File: src/hdl/skr_pkg.sv
// Shared types and constants for the scalar Kalman residual block.
// Fixed field widths, register reset values, state and register codes.
// No dependencies.
`timescale 1ns / 1ps

package skr_pkg;

    localparam int SAMPLE_BITS_DEF = 12;
    localparam int FRAC_BITS_DEF   = 16;

    // Estimate / residual are signed Q3.16, covariance unsigned Q2.16
    localparam int EST_W = 20;
    localparam int COV_W = 18;
    localparam int DIV_W = 12;

    localparam logic [COV_W-1:0] COV_MAX = {COV_W{1'b1}};

    localparam logic [COV_W-1:0] Q_RESET   = COV_W'(1442);
    localparam logic [COV_W-1:0] R_RESET   = COV_W'(40436);
    localparam logic [DIV_W-1:0] DIV_RESET = DIV_W'(1500);

    localparam int ADDR_W = 4;
    localparam int DATA_W = 32;

    typedef enum logic [1:0] {
        REG_Q   = 2'd0,
        REG_R   = 2'd1,
        REG_DIV = 2'd2
    } reg_idx_t;

    typedef enum logic [2:0] {
        ST_IDLE,
        ST_ZDIV,
        ST_KDIV,
        ST_XMUL,
        ST_PMUL,
        ST_FINISH
    } state_t;

    // status of a serial arithmetic unit
    typedef struct packed {
        logic busy;
        logic done;
    } unit_stat_t;

endpackage

File: src/hdl/skr_div.sv
// Bit-serial restoring divider: one quotient bit per cycle.
// Depends on skr_pkg.
`timescale 1ns / 1ps

module skr_div #(
    parameter int NUM_W = skr_pkg::COV_W + skr_pkg::FRAC_BITS_DEF,
    parameter int DEN_W = skr_pkg::COV_W + 1
) (
    input  logic               clk,
    input  logic               rst_n,
    input  logic               start,
    input  logic [NUM_W-1:0]   num,
    input  logic [DEN_W-1:0]   den,
    output skr_pkg::unit_stat_t stat,
    output logic [NUM_W-1:0]   quot
);
    import skr_pkg::*;

    localparam int CNT_W = $clog2(NUM_W);

    logic [NUM_W-1:0] quo_reg, quo_next;
    logic [DEN_W-1:0] rem_reg, rem_next;
    logic [DEN_W-1:0] den_reg;
    logic [CNT_W-1:0] cnt_reg;
    logic             busy_reg, done_reg;
    logic [DEN_W:0]   trial, diff;
    logic             ge, last;

    // numerator bits shift out of the top of quo_reg, quotient bits in at the bottom
    assign trial    = {rem_reg, quo_reg[NUM_W-1]};
    assign diff     = trial - {1'b0, den_reg};
    assign ge       = trial >= {1'b0, den_reg};
    assign rem_next = ge ? diff[DEN_W-1:0] : trial[DEN_W-1:0];
    assign quo_next = {quo_reg[NUM_W-2:0], ge};
    assign last     = cnt_reg == CNT_W'(NUM_W - 1);

    always_ff @(posedge clk or negedge rst_n)
    begin
        if (!rst_n)
        begin
            busy_reg <= 1'b0;
            done_reg <= 1'b0;
            cnt_reg  <= '0;
        end
        else
        begin
            done_reg <= busy_reg && last;
            if (start)
            begin
                busy_reg <= 1'b1;
                cnt_reg  <= '0;
            end
            else if (busy_reg)
            begin
                cnt_reg <= cnt_reg + CNT_W'(1);
                if (last)
                    busy_reg <= 1'b0;
            end
        end
    end

    always_ff @(posedge clk)
    begin
        if (start)
        begin
            quo_reg <= num;
            rem_reg <= '0;
            den_reg <= den;
        end
        else if (busy_reg)
        begin
            quo_reg <= quo_next;
            rem_reg <= rem_next;
        end
    end

    assign stat.busy = busy_reg;
    assign stat.done = done_reg;
    assign quot      = quo_reg;

endmodule

File: src/hdl/skr_mul.sv
// Bit-serial shift-add multiplier: signed multiplicand, unsigned multiplier,
// one multiplier bit per cycle. Depends on skr_pkg.
`timescale 1ns / 1ps

module skr_mul #(
    parameter int MC_W = skr_pkg::EST_W + 1,
    parameter int ML_W = skr_pkg::FRAC_BITS_DEF + 1
) (
    input  logic                     clk,
    input  logic                     rst_n,
    input  logic                     start,
    input  logic signed [MC_W-1:0]   mcand,
    input  logic [ML_W-1:0]          mlier,
    output skr_pkg::unit_stat_t      stat,
    output logic signed [MC_W+ML_W:0] prod
);
    import skr_pkg::*;

    localparam int CNT_W = $clog2(ML_W);

    logic signed [MC_W:0]   hi_reg, hi_next, addend, sum;
    logic [ML_W-1:0]        lo_reg, lo_next;
    logic signed [MC_W-1:0] mc_reg;
    logic [CNT_W-1:0]       cnt_reg;
    logic                   busy_reg, done_reg;
    logic                   last;

    // partial sum shifts right into lo_reg as the multiplier bits are used up
    assign addend  = lo_reg[0] ? (MC_W+1)'(mc_reg) : '0;
    assign sum     = hi_reg + addend;
    assign hi_next = sum >>> 1;
    assign lo_next = {sum[0], lo_reg[ML_W-1:1]};
    assign last    = cnt_reg == CNT_W'(ML_W - 1);

    always_ff @(posedge clk or negedge rst_n)
    begin
        if (!rst_n)
        begin
            busy_reg <= 1'b0;
            done_reg <= 1'b0;
            cnt_reg  <= '0;
        end
        else
        begin
            done_reg <= busy_reg && last;
            if (start)
            begin
                busy_reg <= 1'b1;
                cnt_reg  <= '0;
            end
            else if (busy_reg)
            begin
                cnt_reg <= cnt_reg + CNT_W'(1);
                if (last)
                    busy_reg <= 1'b0;
            end
        end
    end

    always_ff @(posedge clk)
    begin
        if (start)
        begin
            hi_reg <= '0;
            lo_reg <= mlier;
            mc_reg <= mcand;
        end
        else if (busy_reg)
        begin
            hi_reg <= hi_next;
            lo_reg <= lo_next;
        end
    end

    assign stat.busy = busy_reg;
    assign stat.done = done_reg;
    assign prod      = $signed({hi_reg, lo_reg});

endmodule

File: src/hdl/scalar_kalman_residual.sv
// Scalar Kalman filter on a scaled ADC sample, giving residual and estimate.
// Input channel: sample with in_valid / in_stall; a beat is taken when
// in_valid is high and in_stall low. Output channel: residual and estimate
// with out_valid / out_stall, held steady while stalled.
// Config: APB-style port, Q at 0x0, R at 0x4, divisor at 0x8; pready tied high.
// Write configuration only while the block is idle.
// Each beat runs through one shared serial divider (measurement scaling, then
// gain) and one shared serial multiplier (estimate update, then covariance).
// out_valid rises once both divider passes, both multiplier passes and the finish
// step have run after the accepting edge. One item is in flight at a time;
// in_stall is high while it is, so a new beat is taken only once the last item
// has left the finish step.
// The result sits in an output register, so the next beat may start while it
// waits on out_stall; a finished item waits until that register is free.
// Reset restores the register defaults and clears estimate and covariance.
// Depends on skr_pkg, skr_div, skr_mul.
`timescale 1ns / 1ps

module scalar_kalman_residual #(
    parameter int SAMPLE_BITS = skr_pkg::SAMPLE_BITS_DEF,
    parameter int FRAC_BITS   = skr_pkg::FRAC_BITS_DEF
) (
    input  logic                             clk,
    input  logic                             rst_n,
    input  logic                             in_valid,
    output logic                             in_stall,
    input  logic [SAMPLE_BITS-1:0]           sample,
    output logic                             out_valid,
    input  logic                             out_stall,
    output logic signed [skr_pkg::EST_W-1:0] residual,
    output logic signed [skr_pkg::EST_W-1:0] estimate,
    input  logic                             psel,
    input  logic                             penable,
    input  logic                             pwrite,
    input  logic [skr_pkg::ADDR_W-1:0]       paddr,
    input  logic [skr_pkg::DATA_W-1:0]       pwdata,
    output logic [skr_pkg::DATA_W-1:0]       prdata,
    output logic                             pready
);
    import skr_pkg::*;

    localparam int NUM_W  = ((SAMPLE_BITS > COV_W) ? SAMPLE_BITS : COV_W) + FRAC_BITS;
    localparam int DEN_W  = COV_W + 1;   // covariance sum is wider than the divisor
    localparam int K_W    = FRAC_BITS + 1;
    localparam int MC_W   = EST_W + 1;
    localparam int PROD_W = MC_W + 1 + K_W;
    localparam int ZW     = NUM_W + 2;
    localparam int PN_W   = PROD_W - FRAC_BITS;

    localparam logic [K_W-1:0] ONE_K = {1'b1, {FRAC_BITS{1'b0}}};

    localparam logic signed [ZW-1:0]     EST_MAX_Z = ZW'(2**(EST_W-1) - 1);
    localparam logic signed [ZW-1:0]     EST_MIN_Z = ZW'(-(2**(EST_W-1)));
    localparam logic signed [PROD_W:0]   EST_MAX_P = (PROD_W+1)'(2**(EST_W-1) - 1);
    localparam logic signed [PROD_W:0]   EST_MIN_P = (PROD_W+1)'(-(2**(EST_W-1)));
    localparam logic signed [EST_W:0]    EST_MAX_R = (EST_W+1)'(2**(EST_W-1) - 1);
    localparam logic signed [EST_W:0]    EST_MIN_R = (EST_W+1)'(-(2**(EST_W-1)));
    localparam logic signed [EST_W-1:0]  EST_MAX   = EST_W'(2**(EST_W-1) - 1);
    localparam logic signed [EST_W-1:0]  EST_MIN   = EST_W'(-(2**(EST_W-1)));

    // configuration
    logic [COV_W-1:0] q_reg, r_reg;
    logic [DIV_W-1:0] div_reg;
    reg_idx_t         reg_idx;
    logic             cfg_wr;

    // filter state and working values
    state_t                  state_reg, state_next;
    logic signed [EST_W-1:0] est_reg, z_reg;
    logic [COV_W-1:0]        cov_reg, pp_reg;
    logic [K_W-1:0]          k_reg;
    logic                    den_zero_reg;

    // output register
    logic                    out_valid_reg;
    logic signed [EST_W-1:0] residual_reg, estimate_reg;
    logic                    out_free, load_out;

    // unit hookup
    logic                     div_start, mul_start;
    logic [NUM_W-1:0]         div_num, div_quot;
    logic [DEN_W-1:0]         div_den;
    logic signed [MC_W-1:0]   mul_mc;
    logic [K_W-1:0]           mul_ml;
    logic signed [PROD_W-1:0] mul_prod;
    unit_stat_t               div_stat, mul_stat;

    // combinational datapath
    logic [DIV_W-1:0]         div_eff;
    logic [COV_W:0]           pp_sum;
    logic [COV_W-1:0]         pp_sat;
    logic [DEN_W-1:0]         den_sum;
    logic signed [ZW-1:0]     z_wide;
    logic signed [EST_W-1:0]  z_sat;
    logic [K_W-1:0]           k_val;
    logic signed [MC_W-1:0]   innov;
    logic signed [PROD_W-1:0] step;
    logic signed [PROD_W:0]   x_sum;
    logic signed [EST_W-1:0]  x_new;
    logic [PN_W-1:0]          pn_wide;
    logic [COV_W-1:0]         p_new;
    logic signed [EST_W:0]    res_wide;
    logic signed [EST_W-1:0]  res_sat;

    // ---------------- configuration port ----------------
    assign pready  = 1'b1;
    assign reg_idx = reg_idx_t'(paddr[3:2]);
    assign cfg_wr  = psel && penable && pwrite && pready;

    always_ff @(posedge clk or negedge rst_n)
    begin
        if (!rst_n)
        begin
            q_reg   <= Q_RESET;
            r_reg   <= R_RESET;
            div_reg <= DIV_RESET;
        end
        else if (cfg_wr)
        begin
            unique case (reg_idx)
                REG_Q:   q_reg   <= pwdata[COV_W-1:0];
                REG_R:   r_reg   <= pwdata[COV_W-1:0];
                REG_DIV: div_reg <= pwdata[DIV_W-1:0];
                default: ;
            endcase
        end
    end

    always_comb
    begin
        unique case (reg_idx)
            REG_Q:   prdata = DATA_W'(q_reg);
            REG_R:   prdata = DATA_W'(r_reg);
            REG_DIV: prdata = DATA_W'(div_reg);
            default: prdata = '0;
        endcase
    end

    // ---------------- datapath ----------------
    assign div_eff = (div_reg == '0) ? DIV_W'(1) : div_reg;

    assign pp_sum  = {1'b0, cov_reg} + {1'b0, q_reg};
    assign pp_sat  = pp_sum[COV_W] ? COV_MAX : pp_sum[COV_W-1:0];
    assign den_sum = {1'b0, pp_sat} + {1'b0, r_reg};

    assign z_wide = $signed({2'b00, div_quot}) - $signed(ZW'(ONE_K));
    assign z_sat  = (z_wide > EST_MAX_Z) ? EST_MAX :
                    (z_wide < EST_MIN_Z) ? EST_MIN : z_wide[EST_W-1:0];

    // Pp + R of zero gives zero gain
    assign k_val = den_zero_reg ? '0 : div_quot[K_W-1:0];
    assign innov = MC_W'(z_reg) - MC_W'(est_reg);

    // arithmetic shift is floor division by 2^FRAC_BITS
    assign step  = mul_prod >>> FRAC_BITS;
    assign x_sum = (PROD_W+1)'(step) + (PROD_W+1)'(est_reg);
    assign x_new = (x_sum > EST_MAX_P) ? EST_MAX :
                   (x_sum < EST_MIN_P) ? EST_MIN : x_sum[EST_W-1:0];

    assign pn_wide = mul_prod[PROD_W-1:FRAC_BITS];
    assign p_new   = (pn_wide > PN_W'(COV_MAX)) ? COV_MAX : pn_wide[COV_W-1:0];

    assign res_wide = (EST_W+1)'(z_reg) - (EST_W+1)'(est_reg);
    assign res_sat  = (res_wide > EST_MAX_R) ? EST_MAX :
                      (res_wide < EST_MIN_R) ? EST_MIN : res_wide[EST_W-1:0];

    // ---------------- shared serial units ----------------
    skr_div #(
        .NUM_W (NUM_W),
        .DEN_W (DEN_W)
    ) u_div (
        .clk   (clk),
        .rst_n (rst_n),
        .start (div_start),
        .num   (div_num),
        .den   (div_den),
        .stat  (div_stat),
        .quot  (div_quot)
    );

    skr_mul #(
        .MC_W (MC_W),
        .ML_W (K_W)
    ) u_mul (
        .clk   (clk),
        .rst_n (rst_n),
        .start (mul_start),
        .mcand (mul_mc),
        .mlier (mul_ml),
        .stat  (mul_stat),
        .prod  (mul_prod)
    );

    // ---------------- sequencer ----------------
    assign out_free = !out_valid_reg || !out_stall;

    always_comb
    begin
        state_next = state_reg;
        unique case (state_reg)
            ST_IDLE:   if (in_valid)      state_next = ST_ZDIV;
            ST_ZDIV:   if (div_stat.done) state_next = ST_KDIV;
            ST_KDIV:   if (div_stat.done) state_next = ST_XMUL;
            ST_XMUL:   if (mul_stat.done) state_next = ST_PMUL;
            ST_PMUL:   if (mul_stat.done) state_next = ST_FINISH;
            ST_FINISH: if (out_free)      state_next = ST_IDLE;
            default:                      state_next = ST_IDLE;
        endcase
    end

    always_comb
    begin
        in_stall  = 1'b1;
        div_start = 1'b0;
        div_num   = NUM_W'({sample, {FRAC_BITS{1'b0}}});
        div_den   = DEN_W'(div_eff);
        mul_start = 1'b0;
        mul_mc    = innov;
        mul_ml    = k_val;
        load_out  = 1'b0;
        unique case (state_reg)
            ST_IDLE:
            begin
                in_stall  = 1'b0;
                div_start = in_valid;
            end
            ST_ZDIV:
            begin
                div_start = div_stat.done;
                div_num   = NUM_W'({pp_sat, {FRAC_BITS{1'b0}}});
                div_den   = den_sum;
            end
            ST_KDIV:
            begin
                mul_start = div_stat.done;
            end
            ST_XMUL:
            begin
                mul_start = mul_stat.done;
                mul_mc    = $signed(MC_W'(pp_reg));
                mul_ml    = ONE_K - k_reg;
            end
            ST_PMUL:   ;
            ST_FINISH: load_out = out_free;
            default:   ;
        endcase
    end

    always_ff @(posedge clk or negedge rst_n)
    begin
        if (!rst_n)
        begin
            state_reg     <= ST_IDLE;
            est_reg       <= '0;
            cov_reg       <= '0;
            out_valid_reg <= 1'b0;
        end
        else
        begin
            state_reg <= state_next;
            if (state_reg == ST_XMUL && mul_stat.done)
                est_reg <= x_new;
            if (state_reg == ST_PMUL && mul_stat.done)
                cov_reg <= p_new;
            if (load_out)
                out_valid_reg <= 1'b1;
            else if (!out_stall)
                out_valid_reg <= 1'b0;
        end
    end

    always_ff @(posedge clk)
    begin
        if (state_reg == ST_ZDIV && div_stat.done)
        begin
            z_reg        <= z_sat;
            pp_reg       <= pp_sat;
            den_zero_reg <= den_sum == '0;
        end
        if (state_reg == ST_KDIV && div_stat.done)
            k_reg <= k_val;
        if (load_out)
        begin
            residual_reg <= res_sat;
            estimate_reg <= est_reg;
        end
    end

    assign out_valid = out_valid_reg;
    assign residual  = residual_reg;
    assign estimate  = estimate_reg;

    // ---------------- checks ----------------
    a_units_exclusive: assert property (@(posedge clk) disable iff (!rst_n)
        !(div_stat.busy && mul_stat.busy))
        else $error("divider and multiplier busy together");

    a_accept_when_quiet: assert property (@(posedge clk) disable iff (!rst_n)
        (in_valid && !in_stall) |-> (!div_stat.busy && !mul_stat.busy))
        else $error("beat accepted while a unit is running");

    a_gain_range: assert property (@(posedge clk) disable iff (!rst_n)
        (state_reg == ST_XMUL || state_reg == ST_PMUL) |-> (k_reg <= ONE_K))
        else $error("gain above one");

    a_result_from_finish: assert property (@(posedge clk) disable iff (!rst_n)
        $rose(out_valid_reg) |-> $past(state_reg == ST_FINISH))
        else $error("result raised outside the finish step");

endmodule
File: config.mk
export PLATFORM = sky130hd
export DESIGN_NAME = scalar_kalman_residual
export DESIGN_NICKNAME = d
export VERILOG_FILES = /design/src/hdl/skr_pkg.sv /design/src/hdl/skr_div.sv /design/src/hdl/skr_mul.sv /design/src/hdl/scalar_kalman_residual.sv
export SDC_FILE = /design/constraint.sdc
export NUM_CORES = 1
export LEC_CHECK = 0
export ABC_CLOCK_PERIOD_IN_PS = 6410
export BUFFER_PORTS_ARGS = -buffer_cell sky130_fd_sc_hd__buf_4
export CORE_ASPECT_RATIO = 1.75
export CORE_MARGIN = 5
export CORE_UTILIZATION = 40
export DETAILED_ROUTE_END_ITERATION = 6
export PLACE_DENSITY = 0.58
export SETUP_SLACK_MARGIN = 0.3
export SLEW_MARGIN = 30
export SYNTH_ARGS = -nofsm -noshare
export SYNTH_HDL_FRONTEND = slang
export SYNTH_SLANG_ARGS = --single-unit
File: constraint.sdc
create_clock -name clk -period 6.41 [get_ports clk]
set_input_delay 0.641 -clock clk [delete_from_list [all_inputs] [get_ports clk]]
set_output_delay 0.641 -clock clk [all_outputs]
set_load 0.03 [all_outputs]
==> results.cfg <==
[status]
status = complete, no violations

[worst_setup_path]
rrSetupSlack_ns = 0.78
cp-start-kind = register
crit_family = compound AO/OA/AOI/OAI gates
crit_fanout = 10
crit_path_end_kind = register
arrival_ns = 5.97
critPathMostFrequentCell = a21oi_1
slowest_stage = or4_1
crit_buf_inv = 1
worstPathCellList = ha_1 -> fa_1 -> a21oi_1 -> o21bai_1 -> a21oi_1 -> o21ai_1 -> a211oi_2 -> nor3b_1 -> o21ai_1 -> o21ai_4 -> buf_4 -> or2_2 -> ha_1 -> a21o_1 -> a21o_1 -> a21o_1 -> a21oi_1 -> nor2b_1 -> o31a_1 -> o21ai_1 -> a21oi_1 -> or4_1 -> nor4_2
cp.required_ns = 6.75
cpPeakStageDelay_ns = 0.53
worstSetupPathType = reg2reg

[floorplanning]
die_h_um = 304.9
fp.dieW_um = 178.5
dieArea_sq_um = 54420
core_sq_um = 49460
ios = 130
placementRows = 108
start_util = 0.4019

[yosys]
synth-edff-count = 187
syn_inst = 1944
synth_cell_type_count = 87
synthFlopType = edfxtp_1
synthArstFlopShare = 0.3163
synth_warnings = 0
syn-cell-area_sq_um = 19880
synth_area_per_cell_sq_um = 10.22
ys_seq_area_frac = 0.4564
ys_ff_latch = 332

[global_route]
grt_max_degree = 79
grt_use_met3 = 0.01984
grt_pass1_wl_um = 84530
top_usage_layer = met2
use_met1 = 0.2234
antenna_found_initial = 0
grt_usage = 0.1995
grtUsageMet2 = 0.3687
grt-ovfl-total = 0
grt_pass1_vias = 14880

[power]
powerDensity_nw_per_um2 = 237.8
p_int_uw = 3879
seq_power_share = 0.458
p_sw_frac = 0.2748
p_switching_uw = 1470
ir_worst_vdd_uv = 219.4
p_clk_frac = 0.395
p_leak_uw = 0.009307
pwr-share-comb = 0.146

[sta]
fmax_mhz = 177.5
maxSlewHeadroom = 0.3836
setup_tns_ns = 0
finalMaxSlewViolations = 0
period_needed_ns = 5.634
final_hold_viol_count = 0
setup_viol = 0
fin_skew_ns = 0.03243
period_share = 0.8789
rsz0062_at_grt = false
worst_pin_slew_ns = 0.9176

[placed_design]
port_buffers = 98
hpwl_um = 42660
dp.cells = 2649
place_congestion = 0.8790

[detailed_routing]
vias = 14880
drt-initial-drc-count = 736
firstDrtPassIters = 5
drt_wl_total_um = 55350
avgViaCountPerCell = 5.480
drc = 0
wire_per_inst_um = 20.38
ant_nets = 0

[clock_network]
clk_latency_ns = 0.55
clk_path_buf_depth = 3
cts.sinks = 332
cts_made_buffers = 35
h-tree-depth = 2
cts_root_buffer = clkbuf_16
postCtsHoldBufs = 0
cts.reportedPaths.clkPinSlew_ns = 0.07
cts_tree = yes

[final_layout]
final_layout_size_suffix_gt1_frac = 0.1509
area_growth_pct = 13.14
stdcell_count = 2715
regArea_sq_um = 9071
multi_input_area_sq_um = 10150
fin_nets = 2214
largest_reg_flops = 34
fill_cells = 4773
diodes = 0

[flow_run]
max-cap-violations = 0

[min_path]
hold_path.class = in2async
==> worst register-to-register path: cells and delay by family, from the launching register on <==
kind / cells / cell delay, ns
AO/OA/AOI/OAI: 14 / 2.47
AND/OR/NAND/NOR: 5 / 1.32
adder cells (fa/ha/maj): 3 / 1.01
flip-flops: 1 / 0.41
buffers and inverters: 1 / 0.19
==> layer usage <==
metal | up-vias | part of all wire
li1 | 7269 | -
met5 | - | 0
met4 | 0 | 0.059
met2 | 316 | 0.53
met1 | 7174 | 0.38
met3 | 119 | 0.032
==> per-stage QoR <==
stage                     cell area [sq um]    util  hold slack (ns)  setup slack (ns)  power [uW]
after global placement                21230  0.4293           0.4765            0.5515        3259
after detailed placement              21260  0.4299           0.4907            0.3649        3272
after CTS                             22440  0.4537          0.04488            0.5231        5397
after floorplan                       19920       -           0.3454             1.318        2982
final                                 22490  0.4547          0.05843            0.7764        5348
after global routing                  22490  0.4547          0.07063            0.3304        5560
==> cell usage after synthesis, types with 31 or more instances <==
library cell	count	area [sq um]
and3_1	43	269.0
a21o_1	37	277.8
a221o_1	31	310.3
xnor2_1	57	499.2
nor3_1	39	195.2
xor2_1	49	429.2
dfxtp_1	40	800.8
ha_1	125	1564
mux2_2	52	585.6
inv_1	95	356.6
a21oi_1	129	645.6
nor2_1	172	645.6
nor2b_1	42	262.8
edfxtp_1	187	5615
nand2_1	114	427.9
clkbuf_1	50	187.7
dfrtp_1	83	2077
o21ai_0	110	550.5
mux2i_1	44	440.4
==> final cells by class <==
cell class,instances,share of cell area
clock inverters,22,0.01113
well taps,660,0.03672
multi-input cells,1445,0.4512
inverters,96,0.01602
repair buffers,118,0.04045
flip-flops and latches,332,0.4034
clock buffers,42,0.04106
==> worst paths after layout <==
kind | from | to | cells after the start
setup / recovery | q_reg[0] | den_zero_reg | 23
hold / removal | rst_n | r_reg[9] | 1
setup reg to reg | q_reg[0] | den_zero_reg | 23
hold reg to reg | u_div.rem_reg[9] | u_div.rem_reg[10] | 2
max in group asynchronous | rst_n | u_div.busy_reg | 2
min in group clk | pwdata[13] | q_reg[13] | 2
==> what timing repair did <==
| item | in CTS | in global routing |
|---|---|---|
| buffers inserted | 0 | 2 |
| resized for setup | 1 | 5 |
| setup endpoints to repair | 1 | 1 |
| pin swaps | 0 | 1 |
==> power by group through the flow <==
stage	clock network [uW]	logic [uW]	registers (uW)
2_1_floorplan	0	550	2430
3_3_place_gp	0	762	2500
3_5_place_dp	0	774	2500
4_1_cts	2160	779	2460
5_1_grt	2250	857	2460
6_report	2110	782	2450
==> cell families after synthesis <==
family	Yosys count	share of synthesized area
buf+inv	180	0.03846
compound gates	502	0.1690
fa+ha+maj	131	0.08473
mux	96	0.05162
simple gates	594	0.1519
flops	332	0.4564
other cells	2	0.0003779
xor+xnor	107	0.04753
==> placed cells by master, fill, tap and decap left out, types with 17 or more instances in the layout <==
master	n
edfxtp_1	187
nor2_1	171
a21oi_1	128
ha_1	125
buf_4	116
nand2_1	114
o21ai_0	109
inv_1	95
dfrtp_1	83
xnor2_1	57
mux2_2	52
xor2_1	49
mux2i_1	44
and3_1	43
nor2b_1	42
dfxtp_1	40
nor3_1	37
a21o_1	37
clkbuf_16	36
a221o_1	31
and2_1	30
nand2b_1	28
a31oi_1	26
nand3_1	23
o21a_1	23
a211oi_1	22
dfstp_2	22
o22a_1	19
o21bai_1	18
nand4_1	17
Note: power is estimated with default switching activity, not from simulation.
